File: src/design/ilst_ram.sv
// Generic simple dual-port RAM with one write port and a registered read port.
module ilst_ram #(
    parameter int WIDTH = 8,
    parameter int DEPTH = 16
) (
    input  logic                                  clk,
    input  logic                                  we,
    input  logic [(DEPTH > 1 ? $clog2(DEPTH) : 1)-1:0] waddr,
    input  logic [WIDTH-1:0]                      wdata,
    input  logic [(DEPTH > 1 ? $clog2(DEPTH) : 1)-1:0] raddr,
    output logic [WIDTH-1:0]                      rdata
);

    logic [WIDTH-1:0] mem [DEPTH];

    always_ff @(posedge clk)
    begin
        if (we)
        begin
            mem[waddr] <= wdata;
        end
        rdata <= mem[raddr];
    end

endmodule

File: config.mk
export PLATFORM = sky130hd
export DESIGN_NAME = ilst_ram
export DESIGN_NICKNAME = d
export VERILOG_FILES = /design/src/design/ilst_ram.sv
export SDC_FILE = /design/constraint.sdc
export NUM_CORES = 1
export LEC_CHECK = 0
export ABC_AREA = 1
export BUFFER_PORTS_ARGS = -buffer_cell sky130_fd_sc_hd__buf_4
export CAP_MARGIN = 40
export CORE_ASPECT_RATIO = 0.5
export CORE_MARGIN = 2
export CORE_UTILIZATION = 40
export DETAILED_ROUTE_END_ITERATION = 6
export GPL_TIMING_DRIVEN = 0
export PLACE_DENSITY = 0.52
export SLEW_MARGIN = 20
export SYNTH_ARGS = -nofsm -noshare
export SYNTH_HDL_FRONTEND = slang
export SYNTH_SLANG_ARGS = --single-unit
File: constraint.sdc
create_clock -name clk -period 1.5 [get_ports clk]
set_input_delay 0 -clock clk [delete_from_list [all_inputs] [get_ports clk]]
set_output_delay 0 -clock clk [all_outputs]
set_load 0.05 [all_outputs]
==> results by group, run 1 <==
Run status
  – Run status: completed

Clocking
  – Clock Latency Late Sink: just over 0.4 ns
  – Reg clk slew, reported paths: about 0.060 ns
  – CTS tree: yes
  – Clock buffer count from CTS: 17
  – Root buffer cell: clkbuf_16
  – Clk buf depth: 2
  – Post-CTS setup buffer count: 0
  – CTS-repair resized insts: 0
  – CTS Sinks: 136
  – Htree depth: 4

Route
  – Routed wl met2: between 6 and 7 mm
  – DRT antenna net count: 0
  – Via Count: between 3000 and 4000
  – Met1 WL: 6.90 mm
  – TritonRoute pass-1 iters: 4
  – DRT iter0 DRCs: 420
  – Routed WL per cell: 17.9 um
  – Top sig layer: met4
  – Met3 wire length: slightly below 900 um
  – Via/cell ratio: 4.78
  – WL final: around 15 mm
  – DR DRC count: 0

Global routing
  – Vias in the first global route: between 3000 and 4000
  – Congestion Overflow GR: 0
  – Antenna violations before repair: 0
  – Largest net degree at the start of global routing: 17
  – GRT Total Usage: 20.1%
  – First-pass GRT wire length: approximately 22 mm

Floorplanning
  – Die extent in y: around 89 um
  – FP Rows: 30
  – Die W: 174 um
  – Initial Util: between 40% and 50%
  – Core area: 0.0138 mm2
  – Top Ports: 26
  – Die area: about 0.015 mm2

Critical path
  – CP endpoint kind: flip-flop
  – Worst-path maximum fanout: 1
  – FF-to-FF setup slack: ~0.44 ns
  – Most used cell along the critical path: nand3_1
  – Worst Path Arrival: ~1.4 ns
  – CP max stage cell: edfxtp_1
  – Type of origin of the critical path: flip-flop
  – Combined buffer and inverter count along the critical path: 1
  – Crit-path cells: inv_1 -> nand2_1 -> nand3_1 -> nand3_1 -> nand3_1 -> nand2_1
  – WS Path Type: reg2reg
  – Critical Path RT: between 1.5 and 2 ns
  – Critical Path Max Stage Delay: between 0.3 and 0.4 ns
  – Worst path top cell family by delay: simple AND/OR/NAND/NOR gates

Cells and area
  – Ant diodes: 0
  – Finished Layout Cells: 811
  – Share of cells above drive strength 1: between 10% and 20%
  – Layout area overhead: 19.0%
  – Nets: roughly 630

STA
  – Final Hold Viols: 0
  – Worst slew margin: between 40% and 50%
  – Max Freq: between 900 and 1000 MHz
  – Worst-Margin Slew: 0.823 ns
  – Final setup fails: 0
  – Period utilization: 70.6%
  – Min Tclk post-route: 1.06 ns
  – Final Max Slew Viols: 0
  – Setup TNS: 0 ns
  – Max Clock Skew: between 0.005 and 0.006 ns
  – RSZ-0062 raised after global routing: no

Placed design
  – Port buffer count: 22
  – GPL Wtd Cong: between 0.8 and 0.9
  – Placed wire-length estimate: between 9 and 10 mm
  – Cells after DPL: between 700 and 800

Logic synthesis
  – Synthesized instance count: 551
  – Yosys reg bits: around 140
  – Most frequent cells after synthesis: nand2_1 (173), edfxtp_1 (128), inv_1 (100)
  – Seq/Total Area, Yosys: a little over two thirds
  – Synth area leader: edfxtp_1
  – Leading cell types by total area after synthesis: edfxtp_1 (67%), nand2_1 (11%), nand3_1 (8.4%)
  – Cell area after synthesis: ~0.0058 mm2
  – Ys Warns: 0
  – Main flop type after synthesis: edfxtp_1
  – Mean Syn Cell Area: approximately 10 um2
  – Asr flop ratio synth: 0%
  – Netlist cell types: 12
  – Post-Syn Nets: 569
  – Count leader, synth: nand2_1
  – Synth top area share: approximately 67%
  – Post-synth EDFFs: 128

Power and ir drop
  – Power per cell area: between 1000 and 1500 mW/mm2
  – P_leak: roughly 3.0 nW
  – VDD IR-drop max: around 0.7 mV

Flow run
  – Maxcap violations: 0

Hold path
  – Hold Path Class: in2reg
## layer usage
layer	global-route usage, %	vias up
met5	0	-
met4	9.63	0
met3	3.91	26
met2	31.8	123
met1	27.5	1843
li1	-	1886
## placed cells by master, fill, tap and decap left out
cell           netlist  final
buf_1                1      1
buf_2               13     13
buf_4                4     33
buf_6                6      6
bufinv_16            0      2
clkbuf_16            0     17
clkinv_1             0      3
clkinv_2             0      3
clkinv_4             0      1
clkinvlp_4           0      4
dfxtp_1              8      8
dlygate4sd3_1        0      8
edfxtp_1           128    128
inv_1              100    100
inv_2                2      2
inv_6                0      1
nand2_1            173    173
nand3_1             97     97
nand3b_1             2      2
nor2_1              17     17
## cell families after synthesis
family	synth area share (%)
flops	69.4
simple gates	21.0
buf+inv	9.52
## per-stage QoR
stage               util [%]  setup WS, ns  hold WS (ns)  cell area, um2  power (mW)
detailed placement      44.8       0.00236         0.363            6190        5.02
floorplan                  -         0.549        0.0989            5770        4.73
global placement        44.7       -0.0870         0.363            6170        5.02
global route            49.7         0.350        0.0965            6860        9.24
CTS                     49.4         0.440        0.0231            6830        8.99
finish                  49.7         0.441        0.0283            6860        8.94
## final timing paths
kind | endpoint | cells after the start | start
worst max-delay path | rdata[1]$_DFF_P_ | 6 | mem[4][1]$_DFFE_PP_
worst min-delay path | rdata[5]$_DFF_P_ | 3 | raddr[3]
worst max register to register | rdata[1]$_DFF_P_ | 6 | mem[4][1]$_DFFE_PP_
worst min register to register | rdata[5]$_DFF_P_ | 6 | mem[12][5]$_DFFE_PP_
## where the power goes
part	internal, mW	switching [mW]
Combinational	0.206	0.488
Sequential	4.25	0.0204
Clock	2.41	1.56
Total	6.87	2.07
## state kept, by name, summed over array words and instances, names as in the netlist
name,flops
rdata,8
mem,128
## area by class of cell
class                   instances  area (um2)
fillers                      1302        6950
flip-flops and latches        136        4000
multi-input cells             289        1210
clock buffers                  17         425
inverters                     102         383
repair buffers                 37         298
well taps                     192         240
plain buffers                  24         166
clock inverters                14         134
## timing repair
action	4_1_cts	5_1_grt
hold buffers	8	0
setup endpoints to repair	0	0
hold endpoints to repair	128	0
## worst register-to-register path, cell delays in order (launching register included)
cell      delay [ns]
edfxtp_1        0.36
inv_1           0.06
nand2_1         0.05
nand3_1         0.10
nand3_1         0.10
nand3_1         0.17
nand2_1         0.10
Power figures use the tool's default switching activity.
==> run 2: changes to the inputs <==
--- a/config.mk
+++ b/config.mk
@@ -13,7 +13,7 @@
 export CORE_UTILIZATION = 40
 export DETAILED_ROUTE_END_ITERATION = 6
 export GPL_TIMING_DRIVEN = 0
-export PLACE_DENSITY = 0.52
+export PLACE_DENSITY = 0.54
 export SLEW_MARGIN = 20
 export SYNTH_ARGS = -nofsm -noshare
 export SYNTH_HDL_FRONTEND = slang
==> constraint.sdc (replaced) <==
create_clock -name clk -period 0.91 [get_ports clk]
set_input_delay 0 -clock clk [delete_from_list [all_inputs] [get_ports clk]]
set_output_delay 0 -clock clk [all_outputs]
set_load 0.05 [all_outputs]
==> run 2 against run 1 <==
Net effect:
- the run now ends with negative setup slack left
- wire length grew 5.0%
- highest routed layer unchanged
- cell area grew 5.0%
- cell count rose by 0.12%
- first-iteration DRC count up 3.6%
- clock power up 72%
- sequential power increased by 65%
==> results by group, run 2 (synthesized netlist as in run 1, its figures left out) <==
Floorplanning
  – Initial Util: roughly two fifths
  – Top Ports: 26
  – Core area: 0.0138 mm2
  – Die extent in y: 88.9 um
  – Die W: between 150 and 200 um
  – FP Rows: 30
  – Die area: between 0.015 and 0.02 mm2

Clocking
  – Clock Latency Late Sink: around 0.43 ns
  – CTS Sinks: around 140
  – Clk buf depth: 2
  – Htree depth: 4
  – Clock buffer count from CTS: 17
  – Root buffer cell: clkbuf_16
  – Reg clk slew, reported paths: 0.06 ns
  – CTS tree: yes
  – Post-CTS setup buffer count: 0

Global routing
  – GRT Total Usage: about a fifth
  – Largest net degree at the start of global routing: 17
  – Antenna violations before repair: 0
  – First-pass GRT wire length: around 23 mm
  – Vias in the first global route: ~3800
  – Congestion Overflow GR: 0

Cells and area
  – Nets: between 600 and 700
  – Most frequent cells in the layout: nand2_1 (165), edfxtp_1 (128), inv_1 (100), nand3_1 (52), nand3_2 (45)
  – Util after Layout: between 50% and 60%
  – Design area: around 0.0072 mm2
  – Commonest non-fill, non-tap cell in the layout: nand2_1
  – Layout area overhead: 25.0%
  – Biggest regs: mem (128), rdata (8)
  – Max reg flops: ~130
  – Ant diodes: 0
  – Most flops, register: mem
  – Share of cells above drive strength 1: between 20% and 30%

Route
  – Via Count: approximately 4000
  – WL final: 15.3 mm
  – DRT iter0 DRCs: 435
  – DR DRC count: 0
  – Met1 WL: about 7.3 mm
  – Routed WL per cell: between 15 and 20 um
  – DRT antenna net count: 0
  – Via/cell ratio: around 4.9
  – TritonRoute pass-1 iters: 5
  – Top sig layer: met4
  – Met3 wire length: between 1 and 1.5 mm
  – Routed wl met2: 6.65 mm

Critical path
  – Worst-path maximum fanout: 1
  – CP endpoint kind: flip-flop
  – FF-to-FF setup slack: -0.06 ns
  – WS Path Type: reg2reg
  – R2r worst-path depth: 6
  – Critical Path RT: about 1.2 ns
  – Worst Path Arrival: between 1 and 1.5 ns
  – Type of origin of the critical path: flip-flop

Power and ir drop
  – Power, Total: ~15 mW
  – VDD IR-drop max: about 1.3 mV
  – Power per cell area: between 2000 and 2500 mW/mm2
  – P_leak: roughly 3.1 nW

STA
  – Final Max Slew Viols: 0
  – RSZ-0062 raised after global routing: yes
  – Worst slew margin: 58.3%
  – Final Hold Viols: 0
  – Max Clock Skew: roughly 0.011 ns
  – Setup ws final: -0.0591 ns
  – Setup TNS: -0.353 ns
  – Min Tclk post-route: between 0.9 and 1 ns
  – Worst-Margin Slew: 0.626 ns
  – Worst hold slack: around 0.062 ns
  – Period utilization: 106%
  – Max Freq: approximately 1000 MHz
  – Final setup fails: 9

Hold path
  – Hold path cells: 4
  – Hold Path Class: in2reg

Placed design
  – Placed wire-length estimate: 10.1 mm
  – GPL Wtd Cong: 0.878
  – Port buffer count: 22
  – DP Area: roughly 0.0062 mm2

Run status
  – Run status: complete, but fails checks
  – Failing checks: negative setup slack

Flow run
  – Maxcap violations: 0
run 2: area by class of cell:
class	instances	area, um2
well taps	192	240
multi-input cells	289	1480
plain buffers	24	166
clock inverters	14	159
flip-flops and latches	136	4010
repair buffers	38	343
fillers	1275	6600
inverters	102	383
clock buffers	17	425
run 2: through the flow:
step / setup slack [ns] / cells
2_1_floorplan: -0.0408 / 551
3_3_place_gp: -0.605 / 765
3_5_place_dp: -0.472 / 773
4_1_cts: -0.0557 / 812
5_1_grt: -0.120 / 812
6_report: -0.0591 / 812
run 2: where the power goes:
part           internal [mW]  total, mW  switching (mW)
sequential              7.01       7.05          0.0450
clock                   4.25       6.85            2.60
combinational          0.412       1.30           0.885
total                   11.7       15.2            3.53
run 2: worst max-delay path: stages, from the launching register on:
cell      delay (ns)
edfxtp_1        0.37
inv_1           0.07
nand2_1         0.06
nand3_2         0.08
nand3_2         0.10
nand3_2         0.10
nand2_2         0.07
run 2: final timing paths:
check	to	start
hold reg to reg	rdata[6]$_DFF_P_	mem[11][6]$_DFFE_PP_
hold / removal	rdata[5]$_DFF_P_	raddr[2]
setup reg to reg	rdata[6]$_DFF_P_	mem[1][6]$_DFFE_PP_
setup / recovery	rdata[6]$_DFF_P_	mem[1][6]$_DFFE_PP_
run 2: repair_timing:
action,in CTS,in global routing
hold endpoints to repair,128,0
resized for setup,38,38
hold buffers,8,0
setup endpoints to repair,36,44
cloned,0,0
pin swaps,8,13
run 2: metal layers:
metal | GRT usage (%) | vias up
li1 | - | 1886
met1 | 31.0 | 1928
met2 | 31.8 | 136
met3 | 3.61 | 19
met4 | 7.94 | 0
met5 | 0 | -
